===== config.mk =====
export PLATFORM = sky130hd
export DESIGN_NAME = v2au_merge
export DESIGN_NICKNAME = d
export VERILOG_FILES = /design/src/vector2_arith_unit_core_macros.svh /design/src/v2au_pkg.sv /design/src/v2au_merge.sv
export SDC_FILE = /design/constraint.sdc
export NUM_CORES = 1
export LEC_CHECK = 0
export ABC_AREA = 1
export BUFFER_PORTS_ARGS = -buffer_cell sky130_fd_sc_hd__buf_2
export CORE_UTILIZATION = 30
export CTS_BUF_LIST = sky130_fd_sc_hd__clkbuf_16
export DETAILED_ROUTE_END_ITERATION = 12
export GPL_TIMING_DRIVEN = 0
export HOLD_SLACK_MARGIN = 0.05
export PLACE_DENSITY = 0.49
export REMOVE_ABC_BUFFERS = 1
export SKIP_LAST_GASP = 1
export SLEW_MARGIN = 15
export SYNTH_ARGS = -nofsm -noshare
export SYNTH_HDL_FRONTEND = slang
export SYNTH_SLANG_ARGS = --single-unit

===== constraint.sdc =====
create_clock -name clk_i -period 5.59 [get_ports clk_i]
set_input_delay 0.2795 -clock clk_i [delete_from_list [all_inputs] [get_ports clk_i]]
set_output_delay 0.2795 -clock clk_i [all_outputs]
set_load 0.02 [all_outputs]

===== src/vector2_arith_unit_core_macros.svh =====
// ----------------------------------------------------------------------------
// vector2_arith_unit_core assertion macros
// concurrent checks on clk_i / rst_ni, empty when synthesizing
// ----------------------------------------------------------------------------
`ifndef VECTOR2_ARITH_UNIT_CORE_MACROS_SVH
`define VECTOR2_ARITH_UNIT_CORE_MACROS_SVH

`ifndef SYNTHESIS
// same-cycle implication
`define V2AU_ASSERT_IMP(name, ante, cons, msg) \
  name: assert property (@(posedge clk_i) disable iff (!rst_ni) (ante) |-> (cons)) \
    else $error(msg);
// next-cycle implication
`define V2AU_ASSERT_NXT(name, ante, cons, msg) \
  name: assert property (@(posedge clk_i) disable iff (!rst_ni) (ante) |=> (cons)) \
    else $error(msg);
`else
`define V2AU_ASSERT_IMP(name, ante, cons, msg)
`define V2AU_ASSERT_NXT(name, ante, cons, msg)
`endif

`endif


===== src/v2au_pkg.sv =====
// ----------------------------------------------------------------------------
// v2au_pkg
// shared types, widths and helpers of the 2d vector arithmetic unit
// ----------------------------------------------------------------------------
package v2au_pkg;

  localparam int WORD_BITS = 32;
  localparam int FRAC_BITS = 16;

  localparam int ROOT_W   = WORD_BITS + 1;              // root of a 66 bit squared sum
  localparam int NUM_W    = WORD_BITS + FRAC_BITS + 1;  // divider numerator / quotient
  localparam int PACK_W   = 2 * WORD_BITS + 2;          // widest magnitude before packing
  localparam int DOT_W    = 2 * WORD_BITS + 1;          // signed lane product

  localparam int SQRT_LAT   = ROOT_W + 2;
  localparam int DIV_LAT    = NUM_W;
  localparam int LANE_AT    = SQRT_LAT + DIV_LAT;
  localparam int PIPE_DEPTH = LANE_AT + 4;

  localparam int ACT_W       = 4;
  localparam int STATUS_W    = 2;
  localparam int IN_DATA_W   = ((5 * WORD_BITS + 7) / 8) * 8;
  localparam int OUT_FIELD_W = 3 * WORD_BITS + 1;
  localparam int OUT_DATA_W  = ((OUT_FIELD_W + 7) / 8) * 8;

  localparam logic [WORD_BITS-1:0] WORD_MAX = {1'b0, {(WORD_BITS-1){1'b1}}};
  localparam logic [WORD_BITS-1:0] WORD_MIN = {1'b1, {(WORD_BITS-1){1'b0}}};
  localparam logic [PACK_W-1:0]    ROUND_HALF = PACK_W'(1) << (FRAC_BITS - 1);

  typedef enum logic [ACT_W-1:0] {
    ACT_ADD       = 4'd0,
    ACT_SUB       = 4'd1,
    ACT_SCALE     = 4'd2,
    ACT_DIVIDE    = 4'd3,
    ACT_NORMALIZE = 4'd4,
    ACT_MAGNITUDE = 4'd5,
    ACT_DISTANCE  = 4'd6,
    ACT_DOT       = 4'd7,
    ACT_EQUAL     = 4'd8
  } action_e;

  typedef enum logic [STATUS_W-1:0] {
    ST_OK   = 2'd0,
    ST_SAT  = 2'd1,
    ST_DIVZ = 2'd2
  } status_e;

  typedef struct packed {
    action_e                     action;
    logic signed [WORD_BITS-1:0] ax;
    logic signed [WORD_BITS-1:0] ay;
    logic signed [WORD_BITS-1:0] bx;
    logic signed [WORD_BITS-1:0] by;
    logic signed [WORD_BITS-1:0] f;
  } item_t;

  typedef struct packed {
    logic signed [WORD_BITS-1:0] res;
    logic                        sat;
    logic signed [DOT_W-1:0]     dot;
  } lane_res_t;

  typedef struct packed {
    logic signed [WORD_BITS-1:0] res_x;
    logic signed [WORD_BITS-1:0] res_y;
    logic signed [WORD_BITS-1:0] res_scalar;
    logic                        equal_flag;
    status_e                     status;
  } result_t;

  typedef struct packed {
    logic                 sat;
    logic [WORD_BITS-1:0] val;
  } pack_t;

  function automatic logic [WORD_BITS-1:0] abs_word(input logic [WORD_BITS-1:0] x);
    return x[WORD_BITS-1] ? (~x + 1'b1) : x;
  endfunction

  // magnitude and sign to a saturated word
  function automatic pack_t pack_mag(input logic [PACK_W-1:0] m, input logic neg);
    logic [PACK_W-1:0] lim;
    logic [PACK_W-1:0] v;
    logic [PACK_W-1:0] s;
    pack_t             r;
    lim   = neg ? (PACK_W'(1) << (WORD_BITS - 1)) : ((PACK_W'(1) << (WORD_BITS - 1)) - 1'b1);
    r.sat = (m > lim);
    v     = r.sat ? lim : m;
    s     = neg ? (~v + 1'b1) : v;
    r.val = s[WORD_BITS-1:0];
    return r;
  endfunction

endpackage


===== src/v2au_merge.sv =====
// ----------------------------------------------------------------------------
// v2au_merge
// combines both lanes with the root: dot sum, scalar, equality and status
// ----------------------------------------------------------------------------
module v2au_merge (
  input  logic                               clk_i,
  input  logic                               en_i,
  input  v2au_pkg::item_t                    item_i,
  input  logic [v2au_pkg::ROOT_W-1:0]        root_i,
  input  v2au_pkg::lane_res_t                lane_x_i,
  input  v2au_pkg::lane_res_t                lane_y_i,
  output v2au_pkg::result_t                  res_o
);

  localparam int PW = v2au_pkg::PACK_W;
  localparam int DW = v2au_pkg::DOT_W;

  v2au_pkg::action_e act_q;
  logic              eq_q, sat_q, fz_q;
  logic signed [v2au_pkg::WORD_BITS-1:0] rx_q, ry_q;
  logic signed [PW-1:0] dsum_q;
  logic [v2au_pkg::ROOT_W-1:0] root_q;

  always_ff @(posedge clk_i) begin
    if (en_i) begin
      act_q  <= item_i.action;
      eq_q   <= (item_i.ax == item_i.bx) && (item_i.ay == item_i.by);
      fz_q   <= (item_i.f == '0);
      rx_q   <= lane_x_i.res;
      ry_q   <= lane_y_i.res;
      sat_q  <= lane_x_i.sat | lane_y_i.sat;
      dsum_q <= $signed({lane_x_i.dot[DW-1], lane_x_i.dot})
              + $signed({lane_y_i.dot[DW-1], lane_y_i.dot});
      root_q <= root_i;
    end
  end

  logic [PW-1:0]   dmag, dr;
  v2au_pkg::pack_t pk_dot, pk_rt;
  logic            sat_s;

  always_comb begin
    dmag   = dsum_q[PW-1] ? (~dsum_q + 1'b1) : dsum_q;
    dr     = (dmag + v2au_pkg::ROUND_HALF) >> v2au_pkg::FRAC_BITS;
    pk_dot = v2au_pkg::pack_mag(dr, dsum_q[PW-1]);
    pk_rt  = v2au_pkg::pack_mag(PW'(root_q), 1'b0);

    res_o.res_x      = rx_q;
    res_o.res_y      = ry_q;
    res_o.res_scalar = '0;
    res_o.equal_flag = 1'b0;
    sat_s            = 1'b0;

    case (act_q)
      v2au_pkg::ACT_MAGNITUDE, v2au_pkg::ACT_DISTANCE: begin
        res_o.res_scalar = pk_rt.val;
        sat_s            = pk_rt.sat;
      end
      v2au_pkg::ACT_DOT: begin
        res_o.res_scalar = pk_dot.val;
        sat_s            = pk_dot.sat;
      end
      v2au_pkg::ACT_EQUAL: begin
        res_o.equal_flag = eq_q;
      end
      default: begin
      end
    endcase

    if (act_q == v2au_pkg::ACT_DIVIDE && fz_q) begin
      res_o.status = v2au_pkg::ST_DIVZ;
    end else if (sat_q || sat_s) begin
      res_o.status = v2au_pkg::ST_SAT;
    end else begin
      res_o.status = v2au_pkg::ST_OK;
    end
  end

endmodule

==> flow_summary.toml <==
[outcome]
status = "finished with violations"
violations = "negative setup slack"

[global_route]
grt_pass1_vias = 17590
grt_overflow = 0
grt_pass1_wl_um = 90300
grt_max_degree = 87
antenna_found_initial = 3
track_usage = 0.2031

[sta]
grt_setup_unrepaired = "true"
slew_violations = 0
worst_slack_ns = -0.6446
final.min_clock_period_ns = 6.235
tightest_slew_ns = 0.8797
whs_ns = 0.09321
period_share = 1.115
finalSetupTns_ns = -16.59
hold_viol_final = 0
finalSetupViolCount = 31
relSlewSlack = 0.4129
max_freq_ghz = 0.1604

[layout]
nets = 3588
regArea_um2 = 5105
final.fill_count = 5599
drive_gt1_frac = 0.3171
area_growth_pct = 43.06
multiInputGateArea_um2 = 11350
n_antenna_cell = 0

[yosys]
yosys-top-cells-count = "nand2_1 (620), nor2_1 (294), inv_1 (281)"
syn_area_um2 = 16680
yosys.area_share.simple = 0.3542
ys.flop_type = "edfxtp_1"
yosysMostFrequentCell = "nand2_1"
synthTopCellsByArea = "edfxtp_1 (31%), nand2_1 (14%), ha_1 (7.4%), nor2_1 (6.6%), inv_1 (6.3%)"
netlist-cell-type-count = 48
synthDominantCellAreaShare = 0.3061
ys_seq_area_frac = 0.3061
synth_top_family_by_area = "simple AND/OR/NAND/NOR gates"
synth_top_cell_by_area = "edfxtp_1"
yosys_register_bits = 170
synth_xor_area_frac = 0.07824
synthCells = 2391
synth_edf_count = 170
ys_async_sr_fraction = 0
synth-compound-area-share = 0.1055
synth.avg_cell_area_um2 = 6.976
synth-adder-area-share = 0.07546
ys_warn_count = 0
synthMuxAreaShare = 0

[detailed_routing]
finalWirelength_um = 59010
drc_errors = 0
drt_iter0_drc = 856
first_pass_iters = 5
vias = 18200
wl_per_cell_um = 15.31
antenna_left = 0
vias_per_cell = 4.722

[clocking]
h-tree-depth = 4
cts_buffer_depth = 2
tritoncts = "yes"
cts_buffers = 17
path_clk_slew_ns = 0.07
cts-root-buf = "clkbuf_16"
clock_sinks = 170

[pwr]
switching_share = 0.4152
finalPower_w = 0.005587
power.clock.fraction = 0.228
share_comb_of_total_power = 0.468
peakVddDrop_mv = 0.2065
p_per_area_nw_per_um2 = 234.1
power.leakage_nw = 11.08
power_switching_w = 0.002319
power.internal_w = 0.003267
seqPwrFrac = 0.304

[floorplanning]
start_util = 0.3033
die_area_um2 = 56550
pin_count = 494
core-area_um2 = 54990
rows = 86
die_width_um = 237.8
dieHeight_um = 237.8

[placed_design]
port_buffers = 493
gp_congestion = 0.8925
hpwl_um = 47650

[hold_path]
hp-class = "input port to flop"
holdPathStages = 2
hold_start = "lane_y_i[0]"
worstHoldEndpoint = "dsum_q[0]"

[worst_setup_path]
required_ns = 5.31
critical_path_arrival_ns = 5.96
critPathMaxStageDelay_ns = 0.45
cp-end-kind = "output pin"
crit_type = "flop to output pin"
start_kind = "flop"
crit_path_top_delay_cell = "edfxtp_1"
cp_max_fo = 5

[job]
drv_cap = 0
## repair_timing
item / 4_1_cts / 5_1_grt
hold buffers: 103 / 0
gates resized for setup: 135 / 190
cloned: 4 / 2
pin swaps: 50 / 89
endpoints found under the hold margin: 102 / 0
setup endpoints to repair: 33 / 33
setup buffers: 60 / 51
## flip-flops by register name, summed over array words and instances, names as in the netlist
| signal | cells |
|---|---|
| rx_q | 32 |
| eq_q | 1 |
| sat_q | 1 |
| root_q | 33 |
| act_q | 4 |
| dsum_q | 66 |
| ry_q | 32 |
| fz_q | 1 |
## logic make-up after synthesis
group,count (synthesis)
AO/OA/AOI/OAI,320
adder cells (fa/ha/maj),100
buffers and inverters,339
XOR/XNOR,149
AND/OR/NAND/NOR,1313
flip-flops,170
## power groups by stage
stage,clock network [W],logic [W],registers (W)
global route,0.00136,0.00291,0.00171
finish,0.00128,0.00262,0.00170
global placement,0,0.00201,0.00178
CTS,0.00132,0.00241,0.00169
detailed placement,0,0.00211,0.00173
floorplan,0,0.00134,0.00177
## layer usage
metal,vias to the layer above,share of wire,GRT usage
met5,-,0,0
met4,0,0.026,0.07019
met3,94,0.047,0.03635
met2,479,0.49,0.3496
met1,8283,0.44,0.2534
li1,9343,-,-
## final cells by class
type / instances / share of cell area
Clock buffer: 17 / 0.01783
Sequential cell: 170 / 0.2139
Timing Repair inverter: 1 / 0.0002097
Clock inverter: 15 / 0.009124
Tap cell: 748 / 0.03922
Inverter: 301 / 0.04782
Multi-Input combinational cell: 1886 / 0.4756
Timing Repair Buffer: 716 / 0.1963
## placed cells by master, fill, tap and decap left out, types with 6 or more instances in the layout
| cell type | n |
|---|---|
| a21boi_0 | 7 |
| a21oi_1 | 127 |
| a31oi_1 | 28 |
| buf_2 | 467 |
| buf_4 | 122 |
| buf_6 | 11 |
| clkbuf_16 | 18 |
| clkinv_8 | 6 |
| dlygate4sd3_1 | 103 |
| edfxtp_1 | 170 |
| ha_1 | 94 |
| inv_1 | 272 |
| inv_2 | 23 |
| nand2_1 | 550 |
| nand2_2 | 80 |
| nand2_4 | 29 |
| nand3_1 | 132 |
| nand3_2 | 17 |
| nand3b_1 | 18 |
| nand4_1 | 71 |
| nor2_1 | 233 |
| nor2_2 | 73 |
| nor2_4 | 52 |
| nor3_1 | 22 |
| nor4_1 | 13 |
| o211ai_1 | 8 |
| o21ai_0 | 83 |
| o21ai_1 | 26 |
| o21ai_2 | 8 |
| o21bai_1 | 6 |
| o31ai_1 | 6 |
| or2_2 | 8 |
| xnor2_1 | 81 |
| xor2_1 | 55 |
| xor2_2 | 9 |
## how the worst max path moves through the flow
stage | startpoint | endpoint | slack (ns) | depth (start not counted)
after global placement | dsum_q[65] | res_o[31] | -6.91 | 40
final | dsum_q[21] | res_o[27] | -0.64 | 39
after detailed placement | dsum_q[65] | res_o[23] | -2.11 | 38
after floorplan | dsum_q[65] | res_o[19] | -3.27 | 37
after CTS | dsum_q[1] | res_o[31] | -0.72 | 44
after global routing | dsum_q[23] | res_o[31] | -1.08 | 44
## worst max-delay path, delay by kind of cell (launching register included)
kind | cells | cell delay, ns
buf+inv | 6 | 0.66
xor+xnor | 1 | 0.08
compound gates | 1 | 0.07
flops | 1 | 0.45
simple gates | 29 | 3.74
fa+ha+maj | 2 | 0.43
## per-stage QoR
step,cell area [um^2],utilization,worst slack (ns),std cells
global route,23860,0.4340,-1.079,3854
global placement,19870,0.3614,-6.907,3594
floorplan,16470,-,-3.274,2353
finish,23860,0.4340,-0.6446,3854
detailed placement,20060,0.3648,-2.107,3602
CTS,22790,0.4145,-0.7156,3801
Power figures use the tool's default switching activity.
