File: src/vector2_arith_unit_core_macros.svh
// ----------------------------------------------------------------------------
// vector2_arith_unit_core assertion macros
// concurrent checks on clk_i / rst_ni, empty when synthesizing
// ----------------------------------------------------------------------------
`ifndef VECTOR2_ARITH_UNIT_CORE_MACROS_SVH
`define VECTOR2_ARITH_UNIT_CORE_MACROS_SVH

`ifndef SYNTHESIS
// same-cycle implication
`define V2AU_ASSERT_IMP(name, ante, cons, msg) \
  name: assert property (@(posedge clk_i) disable iff (!rst_ni) (ante) |-> (cons)) \
    else $error(msg);
// next-cycle implication
`define V2AU_ASSERT_NXT(name, ante, cons, msg) \
  name: assert property (@(posedge clk_i) disable iff (!rst_ni) (ante) |=> (cons)) \
    else $error(msg);
`else
`define V2AU_ASSERT_IMP(name, ante, cons, msg)
`define V2AU_ASSERT_NXT(name, ante, cons, msg)
`endif

`endif

File: src/v2au_pkg.sv
// ----------------------------------------------------------------------------
// v2au_pkg
// shared types, widths and helpers of the 2d vector arithmetic unit
// ----------------------------------------------------------------------------
package v2au_pkg;

  localparam int WORD_BITS = 32;
  localparam int FRAC_BITS = 16;

  localparam int ROOT_W   = WORD_BITS + 1;              // root of a 66 bit squared sum
  localparam int NUM_W    = WORD_BITS + FRAC_BITS + 1;  // divider numerator / quotient
  localparam int PACK_W   = 2 * WORD_BITS + 2;          // widest magnitude before packing
  localparam int DOT_W    = 2 * WORD_BITS + 1;          // signed lane product

  localparam int SQRT_LAT   = ROOT_W + 2;
  localparam int DIV_LAT    = NUM_W;
  localparam int LANE_AT    = SQRT_LAT + DIV_LAT;
  localparam int PIPE_DEPTH = LANE_AT + 4;

  localparam int ACT_W       = 4;
  localparam int STATUS_W    = 2;
  localparam int IN_DATA_W   = ((5 * WORD_BITS + 7) / 8) * 8;
  localparam int OUT_FIELD_W = 3 * WORD_BITS + 1;
  localparam int OUT_DATA_W  = ((OUT_FIELD_W + 7) / 8) * 8;

  localparam logic [WORD_BITS-1:0] WORD_MAX = {1'b0, {(WORD_BITS-1){1'b1}}};
  localparam logic [WORD_BITS-1:0] WORD_MIN = {1'b1, {(WORD_BITS-1){1'b0}}};
  localparam logic [PACK_W-1:0]    ROUND_HALF = PACK_W'(1) << (FRAC_BITS - 1);

  typedef enum logic [ACT_W-1:0] {
    ACT_ADD       = 4'd0,
    ACT_SUB       = 4'd1,
    ACT_SCALE     = 4'd2,
    ACT_DIVIDE    = 4'd3,
    ACT_NORMALIZE = 4'd4,
    ACT_MAGNITUDE = 4'd5,
    ACT_DISTANCE  = 4'd6,
    ACT_DOT       = 4'd7,
    ACT_EQUAL     = 4'd8
  } action_e;

  typedef enum logic [STATUS_W-1:0] {
    ST_OK   = 2'd0,
    ST_SAT  = 2'd1,
    ST_DIVZ = 2'd2
  } status_e;

  typedef struct packed {
    action_e                     action;
    logic signed [WORD_BITS-1:0] ax;
    logic signed [WORD_BITS-1:0] ay;
    logic signed [WORD_BITS-1:0] bx;
    logic signed [WORD_BITS-1:0] by;
    logic signed [WORD_BITS-1:0] f;
  } item_t;

  typedef struct packed {
    logic signed [WORD_BITS-1:0] res;
    logic                        sat;
    logic signed [DOT_W-1:0]     dot;
  } lane_res_t;

  typedef struct packed {
    logic signed [WORD_BITS-1:0] res_x;
    logic signed [WORD_BITS-1:0] res_y;
    logic signed [WORD_BITS-1:0] res_scalar;
    logic                        equal_flag;
    status_e                     status;
  } result_t;

  typedef struct packed {
    logic                 sat;
    logic [WORD_BITS-1:0] val;
  } pack_t;

  function automatic logic [WORD_BITS-1:0] abs_word(input logic [WORD_BITS-1:0] x);
    return x[WORD_BITS-1] ? (~x + 1'b1) : x;
  endfunction

  // magnitude and sign to a saturated word
  function automatic pack_t pack_mag(input logic [PACK_W-1:0] m, input logic neg);
    logic [PACK_W-1:0] lim;
    logic [PACK_W-1:0] v;
    logic [PACK_W-1:0] s;
    pack_t             r;
    lim   = neg ? (PACK_W'(1) << (WORD_BITS - 1)) : ((PACK_W'(1) << (WORD_BITS - 1)) - 1'b1);
    r.sat = (m > lim);
    v     = r.sat ? lim : m;
    s     = neg ? (~v + 1'b1) : v;
    r.val = s[WORD_BITS-1:0];
    return r;
  endfunction

endpackage

File: src/v2au_lane.sv
// ----------------------------------------------------------------------------
// v2au_lane
// one vector component: sum, product, rounding and saturation in two stages
// ----------------------------------------------------------------------------
module v2au_lane (
  input  logic                                    clk_i,
  input  logic                                    en_i,
  input  v2au_pkg::action_e                       action_i,
  input  logic signed [v2au_pkg::WORD_BITS-1:0]   a_i,
  input  logic signed [v2au_pkg::WORD_BITS-1:0]   b_i,
  input  logic signed [v2au_pkg::WORD_BITS-1:0]   f_i,
  input  logic [v2au_pkg::NUM_W-1:0]              quo_i,
  input  logic                                    root_zero_i,
  output v2au_pkg::lane_res_t                     lane_o
);

  localparam int W  = v2au_pkg::WORD_BITS;
  localparam int NW = v2au_pkg::NUM_W;
  localparam int PW = v2au_pkg::PACK_W;

  v2au_pkg::action_e act_q;
  logic signed [W:0]  sum_q;
  logic [2*W-1:0]     prod_q;
  logic               psgn_q, dsgn_q, fz_q, rz_q;
  logic signed [W-1:0] a_q;
  logic [NW-1:0]      quo_q;

  logic [W-1:0]       amag, mmag;
  logic               msgn;
  logic signed [W:0]  sum_d;

  always_comb begin
    amag = v2au_pkg::abs_word(a_i);
    if (action_i == v2au_pkg::ACT_SCALE) begin
      mmag = v2au_pkg::abs_word(f_i);
      msgn = f_i[W-1];
    end else begin
      mmag = v2au_pkg::abs_word(b_i);
      msgn = b_i[W-1];
    end
    if (action_i == v2au_pkg::ACT_SUB) begin
      sum_d = $signed({a_i[W-1], a_i}) - $signed({b_i[W-1], b_i});
    end else begin
      sum_d = $signed({a_i[W-1], a_i}) + $signed({b_i[W-1], b_i});
    end
  end

  always_ff @(posedge clk_i) begin
    if (en_i) begin
      act_q  <= action_i;
      sum_q  <= sum_d;
      prod_q <= amag * mmag;
      psgn_q <= a_i[W-1] ^ msgn;
      dsgn_q <= a_i[W-1] ^ f_i[W-1];
      fz_q   <= (f_i == '0);
      rz_q   <= root_zero_i;
      a_q    <= a_i;
      quo_q  <= quo_i;
    end
  end

  // second stage: round and pack
  logic [NW:0]         qinc;
  logic [PW-1:0]       qr, sc;
  v2au_pkg::pack_t     pk_sc, pk_dv, pk_nm;
  logic                sum_ovf;
  logic [W-1:0]        sum_w;
  v2au_pkg::lane_res_t lane_d;

  always_comb begin
    qinc    = {1'b0, quo_q} + 1'b1;
    qr      = PW'(qinc[NW:1]);
    sc      = (PW'(prod_q) + v2au_pkg::ROUND_HALF) >> v2au_pkg::FRAC_BITS;
    pk_sc   = v2au_pkg::pack_mag(sc, psgn_q);
    pk_dv   = v2au_pkg::pack_mag(qr, dsgn_q);
    pk_nm   = v2au_pkg::pack_mag(qr, a_q[W-1]);
    sum_ovf = sum_q[W] != sum_q[W-1];
    sum_w   = sum_ovf ? (sum_q[W] ? v2au_pkg::WORD_MIN : v2au_pkg::WORD_MAX) : sum_q[W-1:0];

    lane_d.res = '0;
    lane_d.sat = 1'b0;
    lane_d.dot = psgn_q ? -$signed({1'b0, prod_q}) : $signed({1'b0, prod_q});

    case (act_q)
      v2au_pkg::ACT_ADD, v2au_pkg::ACT_SUB: begin
        lane_d.res = sum_w;
        lane_d.sat = sum_ovf;
      end
      v2au_pkg::ACT_SCALE: begin
        lane_d.res = pk_sc.val;
        lane_d.sat = pk_sc.sat;
      end
      v2au_pkg::ACT_DIVIDE: begin
        if (fz_q) begin
          // divide by zero: push toward the end of the component's sign
          if (a_q[W-1])       lane_d.res = v2au_pkg::WORD_MIN;
          else if (a_q != '0) lane_d.res = v2au_pkg::WORD_MAX;
        end else begin
          lane_d.res = pk_dv.val;
          lane_d.sat = pk_dv.sat;
        end
      end
      v2au_pkg::ACT_NORMALIZE: begin
        if (rz_q) begin
          lane_d.res = a_q;
        end else begin
          lane_d.res = pk_nm.val;
          lane_d.sat = pk_nm.sat;
        end
      end
      default: begin
      end
    endcase
  end

  always_ff @(posedge clk_i) begin
    if (en_i) begin
      lane_o <= lane_d;
    end
  end

endmodule

File: config.mk
export PLATFORM = sky130hd
export DESIGN_NAME = v2au_lane
export DESIGN_NICKNAME = d
export VERILOG_FILES = /design/src/vector2_arith_unit_core_macros.svh /design/src/v2au_pkg.sv /design/src/v2au_lane.sv
export SDC_FILE = /design/constraint.sdc
export NUM_CORES = 2
export LEC_CHECK = 0
export BUFFER_PORTS_ARGS = -buffer_cell sky130_fd_sc_hd__buf_2
export CAP_MARGIN = 20
export CORE_MARGIN = 2
export CORE_UTILIZATION = 65
export DETAILED_ROUTE_END_ITERATION = 10
export GPL_TIMING_DRIVEN = 0
export PLACE_DENSITY = 0.83
export SLEW_MARGIN = 20
export SYNTH_ARGS = -nofsm -noshare
export SYNTH_HDL_FRONTEND = slang
export SYNTH_SLANG_ARGS = --single-unit
File: constraint.sdc
create_clock -name clk_i -period 23.7 [get_ports clk_i]
set_input_delay 4.74 -clock clk_i [delete_from_list [all_inputs] [get_ports clk_i]]
set_output_delay 4.74 -clock clk_i [all_outputs]
set_load 0.02 [all_outputs]
==> metrics.txt <==
# TYPE chip_impl_metric gauge
chip_impl_info{name="timing.hold.worst.start",value="prod_q[0]$_DFFE_PP_"} 1
chip_impl_metric{name="finalInstanceArea",unit="sq mm"} 0.06028
chip_impl_metric{name="detailedPlace.worstSlack",unit="ps"} 5251
chip_impl_metric{name="synth-async-reset-ratio",unit="%"} 0
chip_impl_info{name="critical_path.startpoint_type",value="input port"} 1
chip_impl_metric{name="routed_len_inst",unit="microns"} 30.55
chip_impl_metric{name="cts.reportedPaths.clkPinSlew",unit="ps"} 70
chip_impl_metric{name="layout.filler_cells",unit=""} 6532
chip_impl_metric{name="syn_avg_cell_area",unit="sq um"} 8.730
chip_impl_metric{name="nets_in_the_synthesized_netlist",unit=""} 7840
chip_impl_metric{name="critPathMaxStageDelay",unit="ps"} 1130
chip_impl_info{name="worst-setup-path-type",value="in2reg"} 1
chip_impl_metric{name="cts_setup_buffers",unit=""} 0
chip_impl_info{name="highest-signal-layer",value="met5"} 1
chip_impl_metric{name="slew_viol_final",unit=""} 0
chip_impl_metric{name="m1WireLength",unit="mm"} 74.60
chip_impl_metric{name="boundaryPins",unit=""} 250
chip_impl_metric{name="cp_max_fo",unit=""} 11
chip_impl_metric{name="cts-resized-gates",unit=""} 0
chip_impl_metric{name="setup_viol",unit=""} 0
chip_impl_metric{name="cts-root-to-sink-buffers",unit=""} 3
chip_impl_info{name="critPathSlowestCell",value="sky130_fd_sc_hd__fa_1"} 1
chip_impl_info{name="outcome",value="completed"} 1
chip_impl_metric{name="first_global_vias",unit=""} 52938
chip_impl_info{name="layout.cells.most_common",value="sky130_fd_sc_hd__inv_1"} 1
chip_impl_metric{name="area.sequential",unit="sq mm"} 0.008528
chip_impl_metric{name="synth.lib_cells_used.distinct",unit=""} 97
chip_impl_metric{name="fp.coreArea",unit="sq mm"} 0.08515
chip_impl_metric{name="tritoncts_buffer_count",unit=""} 28
chip_impl_info{name="cts_tree",value="yes"} 1
chip_impl_metric{name="slew_headroom",unit="%"} 5.848
chip_impl_metric{name="timing_worst_slew_pin_value",unit="ps"} 1412
chip_impl_info{name="ys.flop_type",value="sky130_fd_sc_hd__edfxtp_1"} 1
chip_impl_metric{name="required",unit="ps"} 24070
chip_impl_metric{name="drive_gt1_share",unit="%"} 7.070
chip_impl_metric{name="synthesis.instances",unit=""} 6387
chip_impl_metric{name="worst_hold_slack",unit="ps"} 610.8
chip_impl_metric{name="grt_pass1_wl",unit="mm"} 348.3
chip_impl_metric{name="htreeDepth",unit=""} 1
chip_impl_metric{name="drcViolationCount",unit=""} 0
chip_impl_metric{name="max_cap_violations",unit=""} 0
chip_impl_metric{name="die_area",unit="sq mm"} 0.08814
chip_impl_metric{name="dr_wl_met2",unit="mm"} 98.55
chip_impl_metric{name="postRouteWirelength",unit="mm"} 241.0
chip_impl_info{name="layout_common_cells",value="sky130_fd_sc_hd__inv_1, sky130_fd_sc_hd__fa_1, sky130_fd_sc_hd__nand2_1, sky130_fd_sc_hd__nor2_1, sky130_fd_sc_hd__ha_1"} 1
chip_impl_metric{name="ys_warn_count",unit=""} 0
chip_impl_metric{name="place.gp.congestion",unit=""} 1.197
chip_impl_metric{name="footprint_of_the_multi_input_gates",unit="sq mm"} 0.04217
chip_impl_metric{name="cts.hold.buffers_added",unit=""} 0
chip_impl_info{name="hold_class",value="reg2reg"} 1
chip_impl_metric{name="period_share",unit="%"} 79.38
chip_impl_metric{name="setup_slack",unit="ps"} 4888
chip_impl_metric{name="gr-usage-all-layers",unit="%"} 54.76
chip_impl_metric{name="detailedRoute.firstPassIterationCount",unit=""} 11
chip_impl_metric{name="worst_ep_arrival_time",unit="ps"} 19180
chip_impl_info{name="cp-end-kind",value="flop"} 1
chip_impl_info{name="cts_root_buffer_type",value="sky130_fd_sc_hd__clkbuf_16"} 1
chip_impl_metric{name="finalWorstPathRequiredPeriod",unit="ps"} 18810
chip_impl_metric{name="clk-insertion-delay-late",unit="ps"} 630
chip_impl_metric{name="finish.net_count",unit=""} 8150
chip_impl_metric{name="wl_met3",unit="mm"} 38.98
chip_impl_metric{name="ant_nets",unit=""} 0
chip_impl_metric{name="portion_of_the_post_synthesis_area_used_by_sequential_elements",unit="%"} 15.29
chip_impl_metric{name="timing_hold_violations_final",unit=""} 0
chip_impl_metric{name="clock-skew-final",unit="ps"} 64.02
chip_impl_metric{name="die_w",unit="microns"} 296.9
chip_impl_metric{name="grt_max_degree",unit=""} 106
chip_impl_metric{name="fp_rows",unit=""} 107
chip_impl_metric{name="synth-edff-count",unit=""} 284
chip_impl_info{name="crit_path_start",value="a_i[0]"} 1
chip_impl_metric{name="grt.overflow.total",unit=""} 0
chip_impl_metric{name="syn_to_final_growth",unit="%"} 8.112
chip_impl_info{name="critical_path.top_delay_family",value="adder cells"} 1
chip_impl_metric{name="dp_hpwl",unit="mm"} 194.9
chip_impl_metric{name="starting_utilization_of_the_core_area",unit="%"} 65.49
chip_impl_metric{name="drt_iter0_markers",unit=""} 7312
chip_impl_info{name="cell_occurring_most_often_along_the_worst_timing_path",value="sky130_fd_sc_hd__fa_1"} 1
chip_impl_metric{name="io_buffers",unit=""} 243
chip_impl_metric{name="post_synth_instance_area",unit="sq mm"} 0.05576
chip_impl_info{name="worst_reg2reg_startpoint",value="quo_q[1]$_DFFE_PP_"} 1
chip_impl_metric{name="route.vias.total",unit=""} 52545
chip_impl_metric{name="sum_neg_setup_slack",unit="ps"} 0
chip_impl_metric{name="cp_buf_inv_count",unit=""} 10
chip_impl_metric{name="dpl-instance-area",unit="sq mm"} 0.05910
chip_impl_metric{name="synth_seq_cells",unit=""} 284
chip_impl_metric{name="vias_per_cell",unit=""} 6.661
chip_impl_metric{name="grt_antenna_before_repair",unit=""} 39
chip_impl_metric{name="tritoncts_num_sinks",unit=""} 284
chip_impl_info{name="grt_setup_unrepaired",value="false"} 1
chip_impl_metric{name="die_h",unit="microns"} 296.9
chip_impl_metric{name="max_clock_freq",unit="MHz"} 53.16
-- per-layer routing --
layer	vias to the layer above	GRT usage, %
met3	1615	23.88
met2	4613	78.69
li1	21246	-
met5	-	0
met4	26	47.86
met1	25045	62.22
-- per-stage QoR --
step	util, %	std cells
finish	70.80	7889
global route	70.74	7868
CTS	70.61	7860
detailed placement	69.41	7808
global placement	68.60	7774
floorplan	-	6387
-- final cells by class --
| class | instances | share of cell area, % |
|---|---|---|
| clock buffers | 30 | 1.175 |
| inverters | 1096 | 6.824 |
| plain buffers | 312 | 2.100 |
| flip-flops and latches | 284 | 14.15 |
| diodes | 26 | 0.1079 |
| well taps | 1144 | 2.374 |
| repair buffers | 280 | 2.812 |
| clock inverters | 22 | 0.5127 |
| multi-input cells | 4695 | 69.95 |
-- path summary, 6_finish.rpt --
path	end	slack, ps	cells after the start
min	lane_o[0]$_DFFE_PP_	610	0
max reg2reg	lane_o[68]$_DFFE_PP_	14560	28
max	prod_q[62]$_DFFE_PP_	4890	35
min reg2reg	lane_o[0]$_DFFE_PP_	610	0
-- synthesized netlist by cell type, drive strengths merged, types with 9 or more instances --
cell	n	area share (%)
inv	1094	7.4
fa	897	32
nand2	766	5.2
nor2	693	4.7
ha	404	9.1
edfxtp	284	15
a21oi	267	2.4
clkbuf	255	1.7
xnor2	236	3.7
o21ai	204	1.8
xor2	140	2.2
nand3	109	0.98
a21o	89	1.2
nor3	88	0.81
or3	78	0.89
nand4	64	0.76
o31ai	61	0.85
buf	57	0.54
nor4	44	0.54
o21a	42	0.57
and2	39	0.44
nand2b	39	0.45
a211oi	38	0.53
and3	30	0.34
a31oi	27	0.31
o2111ai	25	0.39
o211ai	25	0.34
or4	23	0.31
mux2i	20	0.36
nor2b	18	0.20
or2	18	0.20
o21bai	17	0.23
and4	16	0.25
o41ai	13	0.20
o31a	12	0.19
a211o	11	0.17
a311oi	10	0.16
a2111oi	9	0.15
mux2	9	0.19
o22ai	9	0.10
-- kinds of logic after synthesis --
group | count (synthesis) | share of synthesized area (%)
compound gates | 934 | 10.85
xor+xnor | 376 | 5.906
fa+ha+maj | 1301 | 41.27
buf+inv | 1408 | 9.638
flops | 284 | 15.29
mux | 29 | 0.5475
simple gates | 2055 | 16.50
-- flip-flops by register name (all words and copies together) (netlist names) --
| name | cells |
|---|---|
| psgn_q | 1 |
| lane_o | 98 |
| rz_q | 1 |
| dsgn_q | 1 |
| fz_q | 1 |
| sum_q | 33 |
| act_q | 4 |
| a_q | 32 |
| prod_q | 64 |
| quo_q | 49 |
-- worst register-to-register path, delay by kind of cell, from the launching register on --
family,cells,cell delay [ps]
flip-flops,1,420
buffers and inverters,8,2820
XOR/XNOR,1,440
adder cells (fa/ha/maj),3,920
AND/OR/NAND/NOR,11,2650
AO/OA/AOI/OAI,5,1750
Power is not shown: default switching activity piles up to over one toggle a cycle in this logic, so the estimate is an artifact.
